## config.mk

```make
export PLATFORM = sky130hd
export DESIGN_NAME = two_class_priority_key_queue
export DESIGN_NICKNAME = d
export VERILOG_FILES = /design/src/hw/rtl/tcpkq_pkg.sv /design/src/hw/rtl/two_class_priority_key_queue.sv /design/src/hw/rtl/tcpkq_ram.sv
export SDC_FILE = /design/constraint.sdc
export NUM_CORES = 1
export LEC_CHECK = 0
export BUFFER_PORTS_ARGS = -buffer_cell sky130_fd_sc_hd__buf_2
export CORE_ASPECT_RATIO = 2
export CORE_UTILIZATION = 50
export DETAILED_ROUTE_END_ITERATION = 16
export PLACE_DENSITY = 0.67
export SLEW_MARGIN = 30
export SYNTH_ARGS = -nofsm -noshare
export SYNTH_HDL_FRONTEND = slang
export SYNTH_SLANG_ARGS = --single-unit
export TNS_END_PERCENT = 50
```

## constraint.sdc

```tcl
create_clock -name i_clk -period 3.7 [get_ports i_clk]
set_input_delay 0.555 -clock i_clk [delete_from_list [all_inputs] [get_ports i_clk]]
set_output_delay 0.555 -clock i_clk [all_outputs]
set_load 0.01 [all_outputs]
```

## src/hw/rtl/tcpkq_pkg.sv

```systemverilog
// Package of the two-class priority key queue.
// Holds the sizes, the operation codes and the entry layout; no dependencies.
package tcpkq_pkg;
    localparam int QUEUE_DEPTH = 16;
    localparam int MAX_KEY     = 4095;
    localparam int KEY_W       = 12;
    localparam int ADDR_W      = $clog2(QUEUE_DEPTH);
    localparam int CNT_W       = $clog2(QUEUE_DEPTH + 1);
    localparam int ENTRY_W     = KEY_W + 1;

    localparam logic [1:0] OP_ADD    = 2'd0;
    localparam logic [1:0] OP_REMOVE = 2'd1;
    localparam logic [1:0] OP_POP    = 2'd2;
    localparam logic [1:0] OP_LOOKUP = 2'd3;

    typedef struct packed {
        logic             urgent;
        logic [KEY_W-1:0] key;
    } t_entry;
endpackage

```

## src/hw/rtl/two_class_priority_key_queue.sv

```systemverilog
// Top level of the two-class priority key queue.
// Depends on tcpkq_pkg and tcpkq_ram.
//
// The queue holds up to 16 unique keys in one RAM, in queue order with slot 0
// at the head; urgent keys sit ahead of normal ones. Each transaction is
// handled alone: a scan reads every occupied slot, then an add, remove or pop
// moves the trailing entries one slot per cycle through the RAM port, and an
// add writes its entry after the move. One result follows every input
// transaction; the next input is taken while a result waits.
module two_class_priority_key_queue (
    input  logic        i_clk,
    input  logic        i_rst_n,
    input  logic        i_cfg_we,
    input  logic        i_cfg_wdata,
    input  logic        i_s_tvalid,
    output logic        o_s_tready,
    // key [11:0], entry_class [12], urgent [13], zero [15:14]
    input  logic [15:0] i_s_tdata,
    // operation [1:0]
    input  logic [1:0]  i_s_tuser,
    output logic        o_m_tvalid,
    input  logic        i_m_tready,
    // status [0], found [1], popped_key [13:2], count [18:14], zero [23:19]
    output logic [23:0] o_m_tdata
);
    localparam int AW = tcpkq_pkg::ADDR_W;
    localparam int CW = tcpkq_pkg::CNT_W;
    localparam int KW = tcpkq_pkg::KEY_W;

    localparam logic [2:0] ST_IDLE  = 3'd0;
    localparam logic [2:0] ST_SCAN  = 3'd1;
    localparam logic [2:0] ST_SHIFT = 3'd2;
    localparam logic [2:0] ST_INS   = 3'd3;
    localparam logic [2:0] ST_FIN   = 3'd4;

    localparam logic [CW-1:0] DEPTH_C = CW'(tcpkq_pkg::QUEUE_DEPTH);
    localparam logic [16:0]   MAXK_C  = 17'(tcpkq_pkg::MAX_KEY);

    logic [2:0]    r_state, n_state;
    logic          r_qclass;
    logic [CW-1:0] r_occ, n_occ;
    logic [1:0]    r_op;
    logic [KW-1:0] r_key;
    logic          r_cls, r_urg;
    logic [CW-1:0] r_ra, n_ra;
    logic [CW-1:0] r_raddr;
    logic          r_rv;
    logic [CW-1:0] r_cnt, n_cnt;
    logic          r_up, n_up;
    logic [CW-1:0] r_pos, n_pos;
    logic          r_hit, n_hit;
    logic [CW-1:0] r_hpos, n_hpos;
    logic          r_nu, n_nu;
    logic [CW-1:0] r_nupos, n_nupos;
    logic [KW-1:0] r_head, n_head;
    logic          r_fail, n_fail;
    logic          r_found, n_found;
    logic [KW-1:0] r_pkey, n_pkey;
    logic          r_ov;
    logic [23:0]   r_odata;

    logic          ren, wen;
    logic [CW-1:0] raddr, waddr;
    tcpkq_pkg::t_entry wdata, rdata;
    logic          key_ok;
    logic          accept;

    assign accept     = i_s_tvalid && o_s_tready;
    assign o_s_tready = (r_state == ST_IDLE);
    assign key_ok     = (17'(r_key) <= MAXK_C);

    tcpkq_ram #(
        .WIDTH(tcpkq_pkg::ENTRY_W),
        .DEPTH(tcpkq_pkg::QUEUE_DEPTH)
    ) u_ram (
        .i_clk  (i_clk),
        .i_we   (wen),
        .i_waddr(waddr[AW-1:0]),
        .i_wdata(wdata),
        .i_re   (ren),
        .i_raddr(raddr[AW-1:0]),
        .o_rdata(rdata)
    );

    always_comb begin
        n_state = r_state;
        n_occ   = r_occ;
        n_ra    = r_ra;
        n_cnt   = r_cnt;
        n_up    = r_up;
        n_pos   = r_pos;
        n_hit   = r_hit;
        n_hpos  = r_hpos;
        n_nu    = r_nu;
        n_nupos = r_nupos;
        n_head  = r_head;
        n_fail  = r_fail;
        n_found = r_found;
        n_pkey  = r_pkey;
        ren     = 1'b0;
        raddr   = r_ra;
        wen     = 1'b0;
        waddr   = '0;
        wdata   = rdata;
        case (r_state)
            ST_IDLE: begin
                if (accept) begin
                    n_state = ST_SCAN;
                    n_ra    = '0;
                    n_hit   = 1'b0;
                    n_nu    = 1'b0;
                    n_head  = '0;
                end
            end
            ST_SCAN: begin
                if (r_ra < r_occ) begin
                    ren  = 1'b1;
                    n_ra = r_ra + 1'b1;
                end
                if (r_rv) begin
                    if (rdata.key == r_key && !r_hit) begin
                        n_hit  = 1'b1;
                        n_hpos = r_raddr;
                    end
                    if (!rdata.urgent && !r_nu) begin
                        n_nu    = 1'b1;
                        n_nupos = r_raddr;
                    end
                    if (r_raddr == '0) begin
                        n_head = rdata.key;
                    end
                end
                if (r_ra >= r_occ && !r_rv) begin
                    n_fail  = 1'b1;
                    n_found = 1'b0;
                    n_pkey  = '0;
                    n_state = ST_FIN;
                    case (r_op)
                        tcpkq_pkg::OP_ADD: begin
                            if (r_cls == r_qclass && !(r_hit && key_ok)
                                    && r_occ != DEPTH_C) begin
                                n_fail  = 1'b0;
                                n_up    = 1'b1;
                                n_pos   = (r_urg && r_nu) ? r_nupos : r_occ;
                                n_cnt   = r_occ - n_pos;
                                n_ra    = r_occ - 1'b1;
                                n_state = ST_SHIFT;
                            end
                        end
                        tcpkq_pkg::OP_REMOVE: begin
                            if (r_hit && key_ok) begin
                                n_fail  = 1'b0;
                                n_up    = 1'b0;
                                n_pos   = r_hpos;
                                n_cnt   = r_occ - 1'b1 - r_hpos;
                                n_ra    = r_hpos + 1'b1;
                                n_state = ST_SHIFT;
                            end
                        end
                        tcpkq_pkg::OP_POP: begin
                            if (r_occ != '0) begin
                                n_fail  = 1'b0;
                                n_pkey  = r_head;
                                n_up    = 1'b0;
                                n_pos   = '0;
                                n_cnt   = r_occ - 1'b1;
                                n_ra    = CW'(1);
                                n_state = ST_SHIFT;
                            end
                        end
                        default: begin
                            n_fail  = 1'b0;
                            n_found = r_hit && key_ok;
                        end
                    endcase
                end
            end
            ST_SHIFT: begin
                if (r_cnt != '0) begin
                    ren   = 1'b1;
                    n_cnt = r_cnt - 1'b1;
                    n_ra  = r_up ? r_ra - 1'b1 : r_ra + 1'b1;
                end
                if (r_rv) begin
                    wen   = 1'b1;
                    waddr = r_up ? r_raddr + 1'b1 : r_raddr - 1'b1;
                end
                if (r_cnt == '0 && !r_rv) begin
                    if (r_up) begin
                        n_state = ST_INS;
                    end else begin
                        n_occ   = r_occ - 1'b1;
                        n_state = ST_FIN;
                    end
                end
            end
            ST_INS: begin
                wen          = 1'b1;
                waddr        = r_pos;
                wdata.urgent = r_urg;
                wdata.key    = r_key;
                n_occ        = r_occ + 1'b1;
                n_state      = ST_FIN;
            end
            ST_FIN: begin
                if (!r_ov || i_m_tready) begin
                    n_state = ST_IDLE;
                end
            end
            default: begin
                n_state = ST_IDLE;
            end
        endcase
    end

    always_ff @(posedge i_clk) begin
        if (!i_rst_n) begin
            r_state  <= ST_IDLE;
            r_qclass <= 1'b0;
            r_occ    <= '0;
            r_rv     <= 1'b0;
            r_ov     <= 1'b0;
        end else begin
            r_state <= n_state;
            r_occ   <= n_occ;
            r_rv    <= ren;
            if (i_cfg_we) begin
                r_qclass <= i_cfg_wdata;
            end
            if (r_state == ST_FIN && (!r_ov || i_m_tready)) begin
                r_ov <= 1'b1;
            end else if (i_m_tready) begin
                r_ov <= 1'b0;
            end
        end
    end

    always_ff @(posedge i_clk) begin
        r_ra    <= n_ra;
        r_raddr <= raddr;
        r_cnt   <= n_cnt;
        r_up    <= n_up;
        r_pos   <= n_pos;
        r_hit   <= n_hit;
        r_hpos  <= n_hpos;
        r_nu    <= n_nu;
        r_nupos <= n_nupos;
        r_head  <= n_head;
        r_fail  <= n_fail;
        r_found <= n_found;
        r_pkey  <= n_pkey;
        if (accept) begin
            r_op  <= i_s_tuser;
            r_key <= i_s_tdata[11:0];
            r_cls <= i_s_tdata[12];
            r_urg <= i_s_tdata[13];
        end
        if (r_state == ST_FIN && (!r_ov || i_m_tready)) begin
            r_odata <= {5'd0, r_occ, r_pkey, r_found, r_fail};
        end
    end

    assign o_m_tvalid = r_ov;
    assign o_m_tdata  = r_odata;

    a_occ_bound: assert property (@(posedge i_clk) disable iff (!i_rst_n)
        r_occ <= DEPTH_C)
        else $error("occupancy above queue depth");

    a_one_at_a_time: assert property (@(posedge i_clk) disable iff (!i_rst_n)
        accept |=> !o_s_tready)
        else $error("input taken while an operation is in progress");

    a_occ_step: assert property (@(posedge i_clk) disable iff (!i_rst_n)
        (r_state == ST_IDLE) |=> (r_occ == $past(r_occ)))
        else $error("occupancy changed while idle");
endmodule

```

## src/hw/rtl/tcpkq_ram.sv

```systemverilog
// Generic single-write, single-read synchronous RAM with registered read data.
// No dependencies.
module tcpkq_ram #(
    parameter int WIDTH = 8,
    parameter int DEPTH = 16
) (
    input  logic                     i_clk,
    input  logic                     i_we,
    input  logic [$clog2(DEPTH)-1:0] i_waddr,
    input  logic [WIDTH-1:0]         i_wdata,
    input  logic                     i_re,
    input  logic [$clog2(DEPTH)-1:0] i_raddr,
    output logic [WIDTH-1:0]         o_rdata
);
    logic [WIDTH-1:0] r_mem [DEPTH];
    logic [WIDTH-1:0] r_rdata;

    always_ff @(posedge i_clk) begin
        if (i_we) begin
            r_mem[i_waddr] <= i_wdata;
        end
        if (i_re) begin
            r_rdata <= r_mem[i_raddr];
        end
    end

    assign o_rdata = r_rdata;
endmodule

```

==> results by stage, run 1 <==
Outcome:
- The flow ran to the end, and the final reports show no timing, DRC or antenna violations.

STA:
- The transition time at the pin with the least slew margin is ~0.78 ns.
- The final-report setup violation count is 0.
- The final-report max-slew violation count is 0.
- The relative slew slack is about half.
- For the final routed database, the setup TNS stands at 0 ns.
- Setup repair after global routing left no endpoint under its margin.
- Derived from the worst setup path, the maximum achievable clock frequency is ~360 MHz.
- The final critical-path share of the clock period is between 70% and 80%.
- The final count of hold timing violations came to 0.
- The final critical delay including setup and external delays is 2.816 ns.
- The worst clock skew on the final layout is roughly 0.021 ns.

Power and ir drop:
- The total power after layout is 9058 µW.
- Of the total power, the share spent switching nets is between 20 and 30%.
- The worst-case vdd ir drop is 0.3270 mV.
- The proportion of power drawn by combinational gates is 16.8%.
- The power share of the sequential group is 48.8%.
- For this design the static power due to leakage is approximately 0.0054 µW.
- The total power density per cell area is 579.1 nW/µm².
- The clock network is responsible for between 30% and 40% of the overall power.
- The net switching component of the power is 2339 µW.
- The internal portion of total power is 6719 µW.

Clock tree:
- The buffer count from post-CTS setup fixing is 0.
- The number of resized instances in the post-cts repair step is 0.
- TritonCTS built the clock tree.
- After clock tree synthesis, the clock-pin slew on the worst setup and hold paths is 0.07 ns.
- CTS placed an instance of sky130_fd_sc_hd__clkbuf_16 at the clock tree root.
- The TritonCTS buffer count is 27.
- The number of hold-repair buffers added at the cts stage is 0.
- Counting along the longest clock path gives a buffer depth of 3.
- For this design, the sink count on the clock tree is 325.
- Clock latency on the worst-skew pair, taken at its later pin, is approximately 0.56 ns.
- In this run the number of H-tree levels came out at 1.

Synthesis:
- The most used flip-flop cell after synthesis is sky130_fd_sc_hd__edfxtp_1.
- The synthesized area per cell is ~15 µm².
- The gate count of the mapped netlist is 908.
- Sequential elements use 68.89% of the synthesized area.
- The async set or reset register ratio after synthesis is 0%.
- The fraction of synthesized cell area taken by the top area cell type is 66.59%.
- For this run, the number of Yosys warnings is 0.
- The number of distinct library cells after synthesis is 70.
- The synthesized cell area is 13930 µm².
- Summed over all instances, the cell type with the most area after synthesis is sky130_fd_sc_hd__edfxtp_1.
- Counting flops with a built-in enable in the synthesized netlist gives roughly 310.
- Counting flops and latches in the post-synthesis netlist gives 325.
- Yosys attributes the largest share of cell area to sky130_fd_sc_hd__edfxtp_1 67%, sky130_fd_sc_hd__mux2i_1 4.2%, sky130_fd_sc_hd__mux4_2 4.2%.

Route:
- The routed wire length is between 30000 and 40000 µm.
- The vias per cell is 5.809.
- In this run the remaining antenna-violating nets after routing total 0.
- Detailed routing inserted a total of just under 8000 vias.
- The count of routing violations after the opening detailed-route iteration is about 430.
- After detailed routing, the average wire length per cell comes to around 23 µm.
- The detailed-router iteration count before antenna repair is 5.
- The post-detailed-route DRC marker count is 0.

Finish:
- From synthesis to final layout, the design area changed by 12.25%.
- In the final design database the tool counted 1026 nets.
- In the layout the commonest cells are 309 x sky130_fd_sc_hd__edfxtp_1, 60 x sky130_fd_sc_hd__nand2_1, 59 x sky130_fd_sc_hd__mux2i_1.
- The finished cells cover around 16000 µm².
- The layout has ~2100 filler cells.
- The most common library cell in the layout ignoring fill and taps is sky130_fd_sc_hd__edfxtp_1.
- Cells fill between 50% and 60% of the core in the end.
- The fraction of layout cells with a size suffix above 1 is around 16%.
- 0 antenna diodes ended up in the layout.

Setup path:
- The type of element capturing the critical path is a register.
- The critical path start-end classification is register to register.
- At the worst endpoint, the arrival time is ~3.1 ns.
- The largest driver fanout on the critical path is 10.
- The type of origin of the critical path is a register.
- The data required time at the worst endpoint is 4.00 ns.

Floorplanning:
- The die outline area is 28580 µm².
- The core area is about 27000 µm².
- Once the floorplan was initialized, standard cells occupied 50.78% of the core.
- In this run the count of I/O pins placed on the die edge is 50.
- After floorplanning, the core was divided into 86 placement rows.
- Measured along the x axis, the die boundary spans about 120 µm.
- The die height is approximately 240 µm.

GRT:
- The initial antenna violation count is 0.
- The largest net degree at the start of global routing is 84.
- The first-pass GRT wire length is roughly 45000 µm.
- After global routing the overflow that remains totals 0.
- The via count of the first global-routing pass was between 7000 and 8000.
- The global-route usage over all layers is between 20% and 30%.

Flow run:
- Across the run, the number of max-cap violations was 0.

Placement:
- The placed standard-cell area is roughly 15000 µm².
- The placer's final routability congestion estimate is slightly above 0.9.
- The placed wire-length estimate is around 22000 µm.
- The port buffer count is 42.

Min path:
- The kind of path behind the tightest hold check is primary input to register.
-- Yosys cell counts, drive strengths merged (3+ instances only) --
master / instances
nor3: 9
o21ai: 28
nand3: 24
o221ai: 6
nand2b: 6
clkbuf: 24
o31ai: 5
ha: 26
a221oi: 28
xor2: 10
a21oi: 12
nor4b: 3
mux2: 3
edfxtp: 309
mux2i: 59
fa: 3
nor3b: 4
nand4: 5
buf: 21
nor2b: 11
dfxtp: 16
nand2: 61
clkinv: 3
nor2: 51
xnor2: 31
a211oi: 3
o211ai: 3
inv: 27
a21o: 8
a211o: 3
and2: 30
a22oi: 15
mux4: 26
-- metrics by stage --
step | setup WS, ns | std cells | hold slack (ns)
finish | 0.8841 | 1344 | 0.1702
global route | 0.7840 | 1344 | 0.1597
CTS | 0.9128 | 1344 | 0.1540
detailed placement | 0.9298 | 1296 | 0.4045
global placement | 0.9747 | 1296 | 0.4010
floorplan | 0.8039 | 912 | 0.3711
-- area by class of cell --
class	count	area, µm²	share of cell area [%]
Sequential cell	325	9599	61.37
Multi-Input combinational cell	512	4036	25.81
Clock buffer	30	686.9	4.392
Timing Repair Buffer	77	485.5	3.104
Tap cell	352	440.4	2.816
Clock inverter	18	279.0	1.784
Inverter	30	113.9	0.7279
-- state kept, by name, indices dropped and copies added (netlist names), 12 cells and up --
register and count:
r_pkey 12, u_ram.r_mem 208, r_key 12, r_head 12
u_ram.o_rdata 13, o_m_tdata 19
-- cells by family (layout without fill, tap and decap cells) --
logic type / Yosys count / in the layout / synth area share (%)
xor gates and xnor gates: 42 / 42 / 2.739
muxes: 88 / 88 / 8.683
DFF: 325 / 325 / 68.89
AOI/OAI and AO/OA: 127 / 127 / 6.564
buffers and inverters: 75 / 155 / 2.326
other: 1 / 5 / 0.02691
and+or+nand+nor: 221 / 221 / 8.010
adders and majority gates: 29 / 29 / 2.766
-- routing by layer --
layer / wire, µm / up-vias / global-route usage [%]
met5: 0 / - / 0
met4: 1881 / 0 / 13.37
met3: 874 / 92 / 2.151
met2: 17360 / 201 / 42.74
met1: 10140 / 3904 / 20.68
li1: - / 3610 / -
-- power by group through the flow --
stage | clock network (µW) | registers (µW) | logic (µW)
after floorplan | 0 | 4430 | 1110
after global placement | 0 | 4500 | 1510
after detailed placement | 0 | 4500 | 1530
after CTS | 3160 | 4420 | 1530
after global routing | 3280 | 4430 | 1650
final | 3110 | 4420 | 1520
-- worst max-delay path, stage by stage, from the launching register on --
cell                       delay, ns
sky130_fd_sc_hd__edfxtp_1       0.40
sky130_fd_sc_hd__inv_1          0.20
sky130_fd_sc_hd__ha_1           0.27
sky130_fd_sc_hd__a21o_1         0.17
sky130_fd_sc_hd__a21oi_1        0.26
sky130_fd_sc_hd__mux2_2         0.38
sky130_fd_sc_hd__o21ai_0        0.41
sky130_fd_sc_hd__nor2_1         0.22
sky130_fd_sc_hd__buf_4          0.24
-- final timing paths --
kind / from / end / slack [ns] / cells after the start
min: i_s_tdata[3] / r_key[3]$_DFFE_PP_ / 0.17 / 1
min reg2reg: r_pkey[9]$_SDFFCE_PN0P_ / o_m_tdata[11]$_DFFE_PP_ / 0.42 / 0
max reg2reg: r_up$_DFFE_PP_ / u_ram.r_mem[8][3]$_DFFE_PP_ / 0.88 / 8
max: r_up$_DFFE_PP_ / u_ram.r_mem[8][3]$_DFFE_PP_ / 0.88 / 8
No activity file was read; power rests on OpenSTA's default activity.
==> inputs of run 2 (changes only) <==
==> constraint.sdc (replaced) <==
create_clock -name i_clk -period 2.6 [get_ports i_clk]
set_input_delay 0.39 -clock i_clk [delete_from_list [all_inputs] [get_ports i_clk]]
set_output_delay 0.39 -clock i_clk [all_outputs]
set_load 0.01 [all_outputs]
==> results by stage, run 2 (synthesis gave the netlist of run 1 again) <==
STA:
- The relative slew slack is 50.72% (+2.7 points).
- The maximum clock frequency is 403.2 MHz (+14%).
- The worst clock skew on the final layout is 0.01235 ns (-0.008799 ns).
- The final-report max-slew violation count is 0 (unchanged).
- The final critical delay including setup and external delays is 2.480 ns (-0.3358 ns).
- The final critical-path share of the clock period is 95.39% (+19 points).
- The transition time at the pin with the least slew margin is 0.7365 ns (-0.04066 ns).
- The final count of hold timing violations was 0 (unchanged).
- Setup repair after global routing left no endpoint under its margin.
- The final-report setup violation count is 0 (unchanged).

Route:
- The number of nets with antenna violations after detailed routing is 0 (unchanged).
- The routed wire length is 31580 µm (+4.4%).
- The vias after detailed routing was 8069 (+3.4%).
- The post-detailed-route DRC marker count is 0 (unchanged).
- The average wire per standard cell is 22.45 µm (-0.27%).
- The vias per cell is 5.735 (-1.3%).
- The detailed-router iteration count before antenna repair is 4 (-1).
- The count of routing violations after the opening detailed-route iteration is 438 (+2.8%).

Power and ir drop:
- The internal portion of total power is 9367 µW (+39%).
- The leakage power of the design is 0.005725 µW (+5.1%).
- The total power density per cell area is 789.7 nW/µm² (+36%).
- The proportion of power drawn by combinational gates is 19.3% (+2.5 points).
- The switching share of power was 26.80% (+0.97 points).
- The clock network fraction of total power is 31.7% (-2.7 points).
- The worst-case vdd ir drop is 0.5189 mV (+59%).
- The total power after layout is 12800 µW (+41%).
- The power share of the sequential group is 49.0% (+0.2 points).
- The net switching component of the power is 3429 µW (+47%).

GRT:
- The global-route usage over all layers is 22.66% (+1.0 points).
- The total overflow reported by the global router is 0 (unchanged).
- The initial antenna violation count is 0 (unchanged).
- The largest net degree at the start of global routing is 28 (-67%).
- The first-pass GRT wire length is 47400 µm (+4.4%).
- The via count of the first global-routing pass is 8461 (+6.2%).

Placement:
- The port buffer count is 42 (unchanged).
- The placer's final routability congestion estimate is 0.9262 (+0.55%).
- The placed wire-length estimate was 23050 µm (+5.5%).

Finish:
- The antenna diode count was 0 (unchanged).
- The number of nets in the final layout is 1088 (+6.0%).
- The library cell used most frequently in the layout, excluding fill and tap cells, is sky130_fd_sc_hd__edfxtp_1.
- The final standard cell utilization of the core is 59.05% (+2.0 points).
- The largest register by flop count is u_ram.r_mem.
- The top cell types in the final layout, fill and taps aside, are 309 x sky130_fd_sc_hd__edfxtp_1, 73 x sky130_fd_sc_hd__buf_4, 60 x sky130_fd_sc_hd__nand2_1.
- The flip-flop count of the largest register, all copies and words added is 208 (unchanged).
- The fraction of layout cells with a size suffix above 1 came to 20.19% (+4.2 points).
- Compared with the post-synthesis result, the final layout area differs by 16.28%.

Setup path:
- Following the worst setup path forward leads to its endpoint at r_cnt[4]$_DFFE_PP_.
- The type of origin of the critical path is a register.
- The number of cells traversed by the worst register-to-register path is 9 (+1).
- The critical path arrival was 2.79 ns (-0.32 ns).
- The largest driver fanout on the critical path is 3 (-7).
- The type of element capturing the critical path is a register.
- The launch instance of the worst register-to-register path is r_occ[1]$_SDFFE_PN0P_.
- The end of the worst register-to-register path is r_cnt[4]$_DFFE_PP_.
- The data required time at the worst endpoint is 2.91 ns (-1.09 ns).
- The critical path goes through inv_1 > ha_1 > inv_1 > fa_1 > a21o_1 > a21oi_1 > xnor3_1 > a211oi_1 > a311oi_1.
- The start point of the critical path is r_occ[1]$_SDFFE_PN0P_.
- The longest individual stage delay on the worst path was 0.44 ns (+0.03 ns).
- The worst setup path is of the register to register kind.
- The cell with the most instances on the worst path is sky130_fd_sc_hd__inv_1.
- The path length in cells of the critical path is 9 (+1).
- Broken down by cell family, the worst path's largest delay share belongs to compound AO/OA/AOI/OAI gates.
- The register-to-register setup slack came to 0.12 ns (-0.76 ns).
- The combined buffer and inverter count along the critical path came to 2 (unchanged).
- The master of the slowest instance on the critical path is sky130_fd_sc_hd__fa_1.

Floorplanning:
- The width of the die was 120.0 µm (unchanged).
- The die height is 238.1 µm (unchanged).
- The row count is 86 (unchanged).
- The core area is 27440 µm² (unchanged).
- The die outline area was 28580 µm² (unchanged).
- The initial core utilization is 50.78% (unchanged).
- The number of top-level pins is 50 (unchanged).

Clock tree:
- The maximum buffer depth of the clock tree was 3 (unchanged).
- TritonCTS built the clock tree.
- The clock latency of the later-clocked register in the worst-skew pair is 0.57 ns (about the same).
- The clock slew seen by the registers of the worst setup and hold paths came to 0.07 ns (about the same).
- The TritonCTS buffer count was 27 (unchanged).
- The maximum level of the CTS H-tree is 1 (unchanged).
- The CTS sink count was 325 (unchanged).
- The tree is rooted in a sky130_fd_sc_hd__clkbuf_16.

Flow run:
- The count of maximum capacitance violations is 0 (unchanged).

Outcome:
- The run finished with clean final reports.

Min path:
- The min-delay analysis places its worst path in the category primary input to register.
[run 2: timing repair]
| item | 4_1_cts | 5_1_grt |
|---|---|---|
| endpoints found under the setup margin | 0 | 211 |
| setup buffers | 0 | 0 |
| hold buffers | 13 | 0 |
| resized for setup | 0 | 5 |
| endpoints found under the hold margin | 13 | 0 |
[run 2: area by class of cell]
type                       instances  area, µm²
clock buffer                      32      694.4
clock inverter                    17      187.7
fill                            2062      11240
inverter                          30      113.9
multi-input combinational        512       4059
sequential                       325       9599
tap                              352      440.4
timing repair buffer             139       1109
[run 2: how the worst min path moves through the flow]
stage	slack [ns]	end	startpoint	cells past startpoint
floorplan	0.37	r_raddr[0]$_DFF_P_	r_ra[0]$_DFFE_PP_	0
global placement	0.40	o_m_tdata[11]$_DFFE_PP_	r_pkey[9]$_SDFFCE_PN0P_	0
detailed placement	0.41	o_m_tdata[4]$_DFFE_PP_	r_pkey[2]$_SDFFCE_PN0P_	0
CTS	0.002	r_key[1]$_DFFE_PP_	i_s_tdata[1]	1
global route	0.01	r_key[1]$_DFFE_PP_	i_s_tdata[1]	1
finish	0.02	r_key[1]$_DFFE_PP_	i_s_tdata[1]	1
[run 2: per-stage QoR]
stage / hold WS, ns / setup TNS (ns) / cell area, µm² / setup WS (ns) / std cells
global placement: 0.4006 / 0 / 15170 / 0.09015 / 1345
floorplan: 0.3711 / -8.501 / 13950 / -0.08950 / 912
finish: 0.01656 / 0 / 16200 / 0.1199 / 1407
CTS: 0.002289 / 0 / 16190 / 0.01278 / 1407
global route: 0.01033 / 0 / 16200 / 0.01416 / 1407
detailed placement: 0.4083 / 0 / 15170 / 0.04159 / 1345
[run 2: power groups by stage]
stage / combinational, µW / clock [µW] / sequential, µW
floorplan: 1580 / 0 / 6310
global placement: 2390 / 0 / 6370
detailed placement: 2430 / 0 / 6380
CTS: 2460 / 4120 / 6270
global route: 2660 / 4280 / 6280
finish: 2470 / 4060 / 6270
[run 2: layer usage]
metal	share of wire (%)	track usage, %	wire length [µm]	vias to the layer above
met5	0	0	0	-
met4	6.5	14.43	2042	0
met3	2.8	2.271	889	95
met2	58	45.47	18450	211
met1	32	20.80	10200	4034
li1	-	-	-	3729
